==> config.mk <==
export PLATFORM = sky130hd
export DESIGN_NAME = npr_remap_ram
export DESIGN_NICKNAME = d
export VERILOG_FILES = /design/src/hdl/npr_pkg.sv /design/src/hdl/npr_remap_ram.sv
export SDC_FILE = /design/constraint.sdc
export NUM_CORES = 2
export LEC_CHECK = 0
export BUFFER_PORTS_ARGS = -buffer_cell sky130_fd_sc_hd__buf_2
export CELL_PAD_IN_SITES_DETAIL_PLACEMENT = 1
export CELL_PAD_IN_SITES_GLOBAL_PLACEMENT = 2
export CORE_MARGIN = 4
export CORE_UTILIZATION = 50
export DETAILED_ROUTE_END_ITERATION = 8
export PLACE_DENSITY = 0.86
export SYNTH_ARGS = -nofsm -noshare
export SYNTH_HDL_FRONTEND = slang
export SYNTH_SLANG_ARGS = --single-unit
export TNS_END_PERCENT = 10
==> constraint.sdc <==
create_clock -name i_clk -period 4.7 [get_ports i_clk]
set_input_delay 0.94 -clock i_clk [delete_from_list [all_inputs] [get_ports i_clk]]
set_output_delay 0.94 -clock i_clk [all_outputs]
set_load 0.02 [all_outputs]
==> src/hdl/npr_pkg.sv <==
// Shared constants, codes and types of the nearest palette remap unit.
package npr_pkg;

    localparam int TARGET_COLORS = 256;
    localparam int SOURCE_COLORS = 256;

    localparam int IDX_W   = 8;
    localparam int CHAN_W  = 8;
    localparam int COLOR_W = 3 * CHAN_W;
    localparam int SQ_W    = 16;
    localparam int DIST_W  = 18;
    localparam int COUNT_W = 9;

    localparam logic [COUNT_W-1:0] TARGET_COUNT_RESET = COUNT_W'(TARGET_COLORS);

    typedef enum logic [1:0] {
        REQ_LOAD  = 2'd0,
        REQ_MATCH = 2'd1,
        REQ_PIXEL = 2'd2,
        REQ_NONE  = 2'd3
    } t_req;

    typedef enum logic {
        KIND_MATCH = 1'b0,
        KIND_PIXEL = 1'b1
    } t_kind;

    // Tag that travels with one target entry through the distance pipeline.
    typedef struct packed {
        logic             valid;
        logic             first;
        logic             last;
        logic [IDX_W-1:0] idx;
    } t_search_tag;

endpackage

==> src/hdl/npr_remap_ram.sv <==
// Remap table memory with per-entry valid bits so it reads zero after reset.
module npr_remap_ram (
    input  logic                      i_clk,
    input  logic                      i_rst_n,
    input  logic                      i_wr_en,
    input  logic [npr_pkg::IDX_W-1:0] i_wr_addr,
    input  logic [npr_pkg::IDX_W-1:0] i_wr_data,
    input  logic                      i_rd_en,
    input  logic [npr_pkg::IDX_W-1:0] i_rd_addr,
    output logic [npr_pkg::IDX_W-1:0] o_rd_data
);
    import npr_pkg::*;

    logic [IDX_W-1:0] r_mem [SOURCE_COLORS];
    logic [SOURCE_COLORS-1:0] r_valid;
    logic [IDX_W-1:0] r_rd_data;
    logic             r_rd_valid;

    always_ff @(posedge i_clk) begin
        if (i_wr_en) begin
            r_mem[i_wr_addr] <= i_wr_data;
        end
        if (i_rd_en) begin
            r_rd_data <= r_mem[i_rd_addr];
        end
    end

    always_ff @(posedge i_clk) begin
        if (!i_rst_n) begin
            r_valid    <= '0;
            r_rd_valid <= 1'b0;
        end else begin
            if (i_wr_en) begin
                r_valid[i_wr_addr] <= 1'b1;
            end
            if (i_rd_en) begin
                r_rd_valid <= r_valid[i_rd_addr];
            end
        end
    end

    assign o_rd_data = r_rd_valid ? r_rd_data : '0;

endmodule

==> run_results.csv <==
group,metric,value,unit
run_status,status,"completed",
route,viasPerCell,6.54,
power,power_leakage,31.2,nW
floorplan,fp.dieArea,183000,µm²
placement,hpwl,149000,µm
logic_synthesis,ys_seq_area_share,76.0,%
worst_setup_path,worstSetupEndpointType,"register",
clocking,hold_buffers,0,
clocking,htree_levels,4,
logic_synthesis,ys_types,43,
sta,rsz0062_at_grt,"no",
clocking,clock_path_buffers,3,
placement,place.gp.congestion,0.858,
cells_and_area,final_area,99500,µm²
floorplan,io_pins,36,
global_routing,first_global_vias,48300,
worst_setup_path,path_max_fanout,25,
sta,min_period,3.95,ns
cells_and_area,fill_cells,14700,
floorplan,rows,153,
sta,tns,0,ns
hold_path,hold_path_end,"r_valid[31]",
logic_synthesis,synth_nets,4314,
worst_setup_path,worst_setup_path_start_kind,"primary input",
logic_synthesis,synth-edff-count,2056,
floorplan,core_region_area,174000,µm²
global_routing,grt_overflow_total,0,
clocking,cts_setup_buffers,0,
placement,place_inst,6608,
clocking,cts_buffers,219,
logic_synthesis,synthArstFlopShare,0,%
global_routing,antenna_found_initial,12,
flow_run,cap_violations,0,
cells_and_area,instances_no_fill,7035,
sta,fin_ws,0.750,ns
cells_and_area,fin_nets,4532,
worst_setup_path,reg2reg_slack,1.53,ns
clocking,cts_tree,"built",
logic_synthesis,syn_area,88000,µm²
sta,hold_violations,0,
placement,numPortBuffers,35,
worst_setup_path,crit_type,"in -> reg",
logic_synthesis,synth-main-ff-cell,"edfxtp_1",
worst_setup_path,crit_arrival,4.67,ns
route,antenna_left,0,
route,routed_wl,245000,µm
clocking,worstSkewPairLatency,0.86,ns
hold_path,hp-class,"reg -> reg",
route,drc,0,
logic_synthesis,synth_area_per_cell,20.5,µm²
global_routing,grt_pass1_wl,356000,µm
cells_and_area,drive_gt1_share,25.3,%
hold_path,holdPathStages,1,
clocking,clkTransAtPathRegs,0.06,ns
hold_path,min_from,"r_valid[31]",
worst_setup_path,worst_ep_required_time,5.42,ns
floorplan,die_width,428,µm
global_routing,grt_max_degree,133,
global_routing,grtUsageTotal,27.1,%
clocking,clock_tree.root_cell,"clkbuf_16",
logic_synthesis,synth-warning-count,0,
power,p_per_area,425,nW/µm²
route,vias,46000,
sta,skew,0.0450,ns
sta,worst_pin_slew,1.30,ns
route,routedWlPerCell,34.8,µm
sta,report.final.slew_viol_count,0,
sta,fmax,253,MHz
cells_and_area,final_util,57.1,%
logic_synthesis,syn_inst,4286,
worst_setup_path,rr_startpoint,"r_mem[55][2]",
route,firstDrtPassIters,5,
cells_and_area,syn_to_final_growth,13.1,%
sta,relSlewSlack,13.2,%
placement,preCtsSetupSlack,0.132,ns
placement,place_area,92200,µm²
worst_setup_path,reg2reg_to,"r_rd_data[2]",
sta,finalSetupViolCount,0,
floorplan,initial_utilization,50.5,%
route,first_iter_violations,5904,
power,peakVddDrop,0.393,mV
clocking,cts_resized,0,
floorplan,die_h,428,µm
worst_setup_path,rr_worst_depth,6,
logic_synthesis,ys_ff_latch,2313,
clocking,cts_sinks,2313,
sta,finalCritPeriodShare,84.0,%
==> where the power goes <==
group	switching, mW	leakage (nW)	total [mW]	internal [mW]
Clock	7.77	3.57	17.9	10.1
Sequential	0.0200	20.6	22.4	22.4
Combinational	1.33	7.02	2.02	0.688
==> layout make-up <==
cell class | count | area, µm² | share of cell area, %
diodes | 9 | 22.5 | 0.0226
clock buffers | 319 | 6290 | 6.32
clock inverters | 99 | 1040 | 1.04
inverters | 6 | 22.5 | 0.0226
multi-input cells | 1686 | 19800 | 19.9
flip-flops and latches | 2313 | 66900 | 67.2
well taps | 2325 | 2910 | 2.92
repair buffers | 278 | 2600 | 2.61
==> worst max-delay path: stages <==
cell and delay (ns):
buf_2 0.43, nor2b_4 1.06, buf_4 0.49, buf_4 0.26
a22oi_1 0.11, a21oi_1 0.20, nor4_1 0.13, o22ai_1 0.75
or2_1 0.21
==> cells in the mapped netlist (all sizes together) (19+ instances only) <==
| cell | instances | area [µm²] |
|---|---|---|
| clkbuf | 168 | 631 |
| nand3 | 22 | 110 |
| nor4 | 33 | 231 |
| o22ai | 19 | 119 |
| a22oi | 262 | 1980 |
| edfxtp | 2056 | 61700 |
| nand2 | 31 | 116 |
| mux4 | 574 | 12900 |
| nor2 | 265 | 995 |
| buf | 113 | 723 |
| a21oi | 137 | 686 |
| dfxtp | 257 | 5140 |
| o21a | 256 | 1920 |
==> layer usage <==
metal  routed length [µm]  track usage [%]
met1                91600             36.6
met2               121000             43.8
met3                21600             5.50
met4                11000             11.0
met5                    0                0
==> flip-flops by register name, summed over array words and instances (netlist names) <==
name / flops
r_mem: 2048
r_rd_data: 8
r_rd_valid: 1
r_valid: 256
==> worst max-delay path by stage <==
stage,start,to,slack [ns]
6_report,i_rd_addr[4],r_rd_data[2],0.75
5_1_grt,i_rd_addr[0],r_rd_data[6],0.75
4_1_cts,i_rd_addr[0],r_rd_data[6],1.01
3_5_place_dp,i_rd_addr[0],r_rd_data[6],0.13
3_3_place_gp,i_rd_addr[0],r_rd_data[6],0.16
2_1_floorplan,i_rd_addr[1],r_rd_data[0],1.57
==> through the flow <==
stage | hold slack, ns | power (mW)
4_1_cts | 0.463 | 42.5
6_report | 0.459 | 42.3
3_3_place_gp | 0.441 | 24.8
3_5_place_dp | 0.448 | 24.9
5_1_grt | 0.477 | 43.6
2_1_floorplan | 0.435 | 23.9
==> logic make-up after synthesis <==
family,Yosys count,synth area share (%)
DFF,2313,76.0
buffers and inverters,287,1.56
AOI/OAI and AO/OA,700,5.60
and+or+nand+nor,400,2.00
muxes,586,14.8
==> cells in the final DEF, fill, tap and decap left out, types with 24 or more instances in the layout <==
cell type	n
a21oi_1	137
a22oi_1	260
buf_12	40
buf_2	24
buf_4	203
clkbuf_1	59
clkbuf_16	221
clkbuf_8	47
clkinv_1	38
clkinv_2	29
dfxtp_1	257
edfxtp_1	2056
mux4_2	574
nand2_1	31
nor2_1	264
nor4_1	29
o21a_1	256
Note: power is estimated with default switching activity, not from simulation.
