File: src/hdl/npr_pkg.sv
// Shared constants, codes and types of the nearest palette remap unit.
package npr_pkg;

    localparam int TARGET_COLORS = 256;
    localparam int SOURCE_COLORS = 256;

    localparam int IDX_W   = 8;
    localparam int CHAN_W  = 8;
    localparam int COLOR_W = 3 * CHAN_W;
    localparam int SQ_W    = 16;
    localparam int DIST_W  = 18;
    localparam int COUNT_W = 9;

    localparam logic [COUNT_W-1:0] TARGET_COUNT_RESET = COUNT_W'(TARGET_COLORS);

    typedef enum logic [1:0] {
        REQ_LOAD  = 2'd0,
        REQ_MATCH = 2'd1,
        REQ_PIXEL = 2'd2,
        REQ_NONE  = 2'd3
    } t_req;

    typedef enum logic {
        KIND_MATCH = 1'b0,
        KIND_PIXEL = 1'b1
    } t_kind;

    // Tag that travels with one target entry through the distance pipeline.
    typedef struct packed {
        logic             valid;
        logic             first;
        logic             last;
        logic [IDX_W-1:0] idx;
    } t_search_tag;

endpackage

File: src/hdl/npr_dist_unit.sv
// Squared RGB distance pipeline and running minimum over one search.
module npr_dist_unit (
    input  logic                        i_clk,
    input  logic                        i_rst_n,
    input  npr_pkg::t_search_tag        i_tag,
    input  logic [npr_pkg::COLOR_W-1:0] i_entry,
    input  logic [npr_pkg::CHAN_W-1:0]  i_red,
    input  logic [npr_pkg::CHAN_W-1:0]  i_green,
    input  logic [npr_pkg::CHAN_W-1:0]  i_blue,
    output logic [npr_pkg::IDX_W-1:0]   o_best_idx,
    output logic [npr_pkg::DIST_W-1:0]  o_best_dist,
    output logic                        o_done
);
    import npr_pkg::*;

    logic signed [CHAN_W:0]     diff_r, diff_g, diff_b;
    logic signed [2*CHAN_W+1:0] prod_r, prod_g, prod_b;
    logic [DIST_W-1:0]          sum;

    t_search_tag       r_tag;
    logic [SQ_W-1:0]   r_sq_r, r_sq_g, r_sq_b;
    logic [IDX_W-1:0]  r_best_idx;
    logic [DIST_W-1:0] r_best_dist;
    logic              r_done;

    assign diff_r = $signed({1'b0, i_red})   - $signed({1'b0, i_entry[3*CHAN_W-1:2*CHAN_W]});
    assign diff_g = $signed({1'b0, i_green}) - $signed({1'b0, i_entry[2*CHAN_W-1:CHAN_W]});
    assign diff_b = $signed({1'b0, i_blue})  - $signed({1'b0, i_entry[CHAN_W-1:0]});
    assign prod_r = diff_r * diff_r;
    assign prod_g = diff_g * diff_g;
    assign prod_b = diff_b * diff_b;

    assign sum = DIST_W'(r_sq_r) + DIST_W'(r_sq_g) + DIST_W'(r_sq_b);

    always_ff @(posedge i_clk) begin
        r_sq_r <= prod_r[SQ_W-1:0];
        r_sq_g <= prod_g[SQ_W-1:0];
        r_sq_b <= prod_b[SQ_W-1:0];
        // first entry loads unconditionally; later ones only when strictly closer
        if (r_tag.valid && (r_tag.first || (sum < r_best_dist))) begin
            r_best_dist <= sum;
            r_best_idx  <= r_tag.idx;
        end
    end

    always_ff @(posedge i_clk) begin
        if (!i_rst_n) begin
            r_tag  <= '0;
            r_done <= 1'b0;
        end else begin
            r_tag  <= i_tag;
            r_done <= r_tag.valid && r_tag.last;
        end
    end

    assign o_best_idx  = r_best_idx;
    assign o_best_dist = r_best_dist;
    assign o_done      = r_done;

endmodule

File: config.mk
export PLATFORM = sky130hd
export DESIGN_NAME = npr_dist_unit
export DESIGN_NICKNAME = d
export VERILOG_FILES = /design/src/hdl/npr_pkg.sv /design/src/hdl/npr_dist_unit.sv
export SDC_FILE = /design/constraint.sdc
export NUM_CORES = 1
export LEC_CHECK = 0
export ABC_AREA = 1
export BUFFER_PORTS_ARGS = -buffer_cell sky130_fd_sc_hd__buf_2
export CAP_MARGIN = 0
export CORE_MARGIN = 2
export CORE_UTILIZATION = 50
export DETAILED_ROUTE_END_ITERATION = 7
export PLACE_DENSITY = 0.69
export REMOVE_ABC_BUFFERS = 1
export SYNTH_ARGS = -nofsm -noshare
export SYNTH_HDL_FRONTEND = slang
export SYNTH_SLANG_ARGS = --single-unit
File: constraint.sdc
create_clock -name i_clk -period 11 [get_ports i_clk]
set_input_delay 2.2 -clock i_clk [delete_from_list [all_inputs] [get_ports i_clk]]
set_output_delay 2.2 -clock i_clk [all_outputs]
set_load 0.1 [all_outputs]
==> results.md <==
* Status: complete, no violations
* Largest net degree at the start of global routing at 19
* Ys flop type: dfxtp_1
* Fill cells at 2210
* Sequential fraction of the synthesis area at 16.0%
* Post-synthesis async set-or-reset flop share at 0%
* I/O pin cnt at 88
* Setup TNS at 0 ps
* Worst setup path startpoint: i_green[0]
* Reg-to-Reg End: o_best_dist[11]
* Reg2Reg Setup Slack at 6950 ps
* Layout area overhead at 9.31%
* Post-CTS Setup Inserts at 0
* DP HPWL at 20200 µm
* Vias in the first global route at 9240
* Hold Buf Count CTS at 0
* Critical path class: in -> reg
* Area of the die at 25300 µm²
* Post-synth top area share at 28.2%
* Most instantiated cells after synthesis: 368 x inv_1, 252 x nand2_1, 169 x fa_1, 161 x ha_1, 131 x nor2_1
* Width of the chip at 159 µm
* Number of synthesized flops with an enable pin at 26
* Tot GR Track Use at 19.2%
* Post-synth cell types at 45
* Residual DRC count at 0
* Final worst setup slack at 3260 ps
* 1st-pass router iterations at 5
* ANT nets after route at 0
* Worst-Margin Slew at 674 ps
* Diode count at 0
* Yosys warns at 0
* RSZ-0062 raised after global routing: no
* Setup crit end: r_sq_g[13]
* Root buffer cell: clkbuf_16
* Endpoints failing hold at 0
* Worst setup SP type: primary input
* WP data arrival at 7970 ps
* Final setup fails at 0
* Vias per inst at 4.86
* GPL Wtd Cong at 0.901
* Worst reg2reg path startpoint: r_sq_g[8]
* Final net count at 1943
* Pre-CTS WS at 2930 ps
* GRT overflow at 0
* CTS buffer count at 9
* Layout cells sized above 1 at 8.99%
* Final min period at 7740 ps
* Slew headroom at 54.8%
* Area contributors post-synth: fa_1 28%, ha_1 17%, inv_1 12%, dfxtp_1 9.5%, nand2_1 7.9%
* DR vias at 9113
* Count leader, synth: inv_1
* Max Freq at 129 MHz
* Max cap viols at 0
* WL final at 23100 µm
* Number of gates resized after CTS at 0
* CTS tree: done
* PortBufs at 87
* Site Rows at 56
* CTS sink cnt at 83
* Mean Syn Cell Area at 8.23 µm²
* Hold Path Class: reg -> reg
* Area leader, netlist: fa_1
* Die H at 159 µm
* Layout Skew at 9.29 ps
* Initial antenna violation count at 0
* H-Tree Depth at 3
* Clk_lat worst skew at 340 ps
* Clock Path Buffers at 2
* Clk slew on worst S/H paths at 60 ps
* Fin. max-slew vios at 0
* Hold Slack at 406 ps
* Core area at 23500 µm²
* Initial DRC count at 394
* Final cycle utilization of the critical path at 70.4%
* Starting Density at 51.0%
* Synthesis-stage register bit count at 83
* Critical Path Sink Type: flop
* CP Max Fanout at 8
* Post-Syn Area at 12000 µm²
* WP data required at 11220 ps
* Worst-case reg-to-reg path depth at 16
* Mapped Cells at 1459
* Final core occ at 55.7%
* DR WL/cell at 12.3 µm
* Global-route wire length before repair at 40900 µm
## cell type report
type                    instances  area [µm²]  area share (%)
clock buffers                  10         250            1.91
clock inverters                 6        48.8           0.372
inverters                     382        1440            10.9
multi-input cells             988        8620            65.7
flip-flops and latches         83        1920            14.6
well taps                     319         399            3.04
repair buffers                 88         443            3.37
## registers in the layout, summed over array words and instances (netlist names)
register	cells
o_done	1
r_sq_b	15
r_sq_g	15
o_best_idx	8
o_best_dist	18
r_tag	11
r_sq_r	15
## per-layer routing
layer	GRT usage (%)	up-vias	part of all wire (%)
met4	3.88	0	1.2
met1	26.8	4302	47
li1	-	4613	-
met2	33.0	179	48
met5	0	-	0
met3	1.51	19	3.7
## worst min path at each step
stage	startpoint	endpoint	slack (ps)	depth (start not counted)
final	r_tag[7]	o_best_idx[7]	410	0
after global routing	r_tag[2]	o_best_idx[2]	410	0
after CTS	r_tag[0]	o_best_idx[0]	410	0
after detailed placement	r_tag[0]	o_best_idx[0]	390	0
after global placement	r_tag[6]	o_best_idx[6]	390	0
after floorplan	r_tag[0]	o_best_idx[0]	390	0
## stage by stage
step	cell area, µm²	cells
floorplan	12000	1453
global placement	12800	1860
detailed placement	12800	1860
CTS	13100	1876
global route	13100	1876
finish	13100	1876
## cell families after synthesis
logic type               synth area share (%)
other                                  0.0625
buffers and inverters                    12.2
XOR/XNOR                                 4.60
adder cells (fa/ha/maj)                  45.0
AO/OA/AOI/OAI                            5.45
flip-flops                               16.0
AND/OR/NAND/NOR                          16.6
multiplexers                           0.0938
## critical path, cell delays in order
cell and delay, ps:
buf_2 100, inv_1 70, ha_1 150, inv_1 50, fa_1 380, nand2_1 90
inv_1 40, nor2_1 330, clkinv_1 370, nor2_1 290, inv_1 100, fa_1 500
fa_1 510, inv_1 50, fa_1 480, fa_1 490, inv_1 50, fa_1 490
inv_1 40, ha_1 340, a21oi_1 210, o21ai_0 160, a21o_1 210, nand3_1 70
nand2_1 70, xor2_1 140
## cell usage in the layout, fill, tap and decap left out, types with 7 or more instances in the layout
cell,netlist,final
nand2_1,252,252
xor2_1,37,37
fa_1,169,169
edfxtp_1,26,26
a21o_1,10,10
inv_2,11,11
xnor2_1,21,21
nand3_1,64,64
dfxtp_1,57,57
clkbuf_16,0,10
a21oi_1,54,54
nand2_2,7,7
nand4_1,9,9
nor2_1,131,131
ha_1,161,161
o21ai_0,20,20
inv_1,368,368
buf_2,1,87
Power is not shown: default switching activity piles up to over one toggle a cycle in this logic, so the estimate is an artifact.
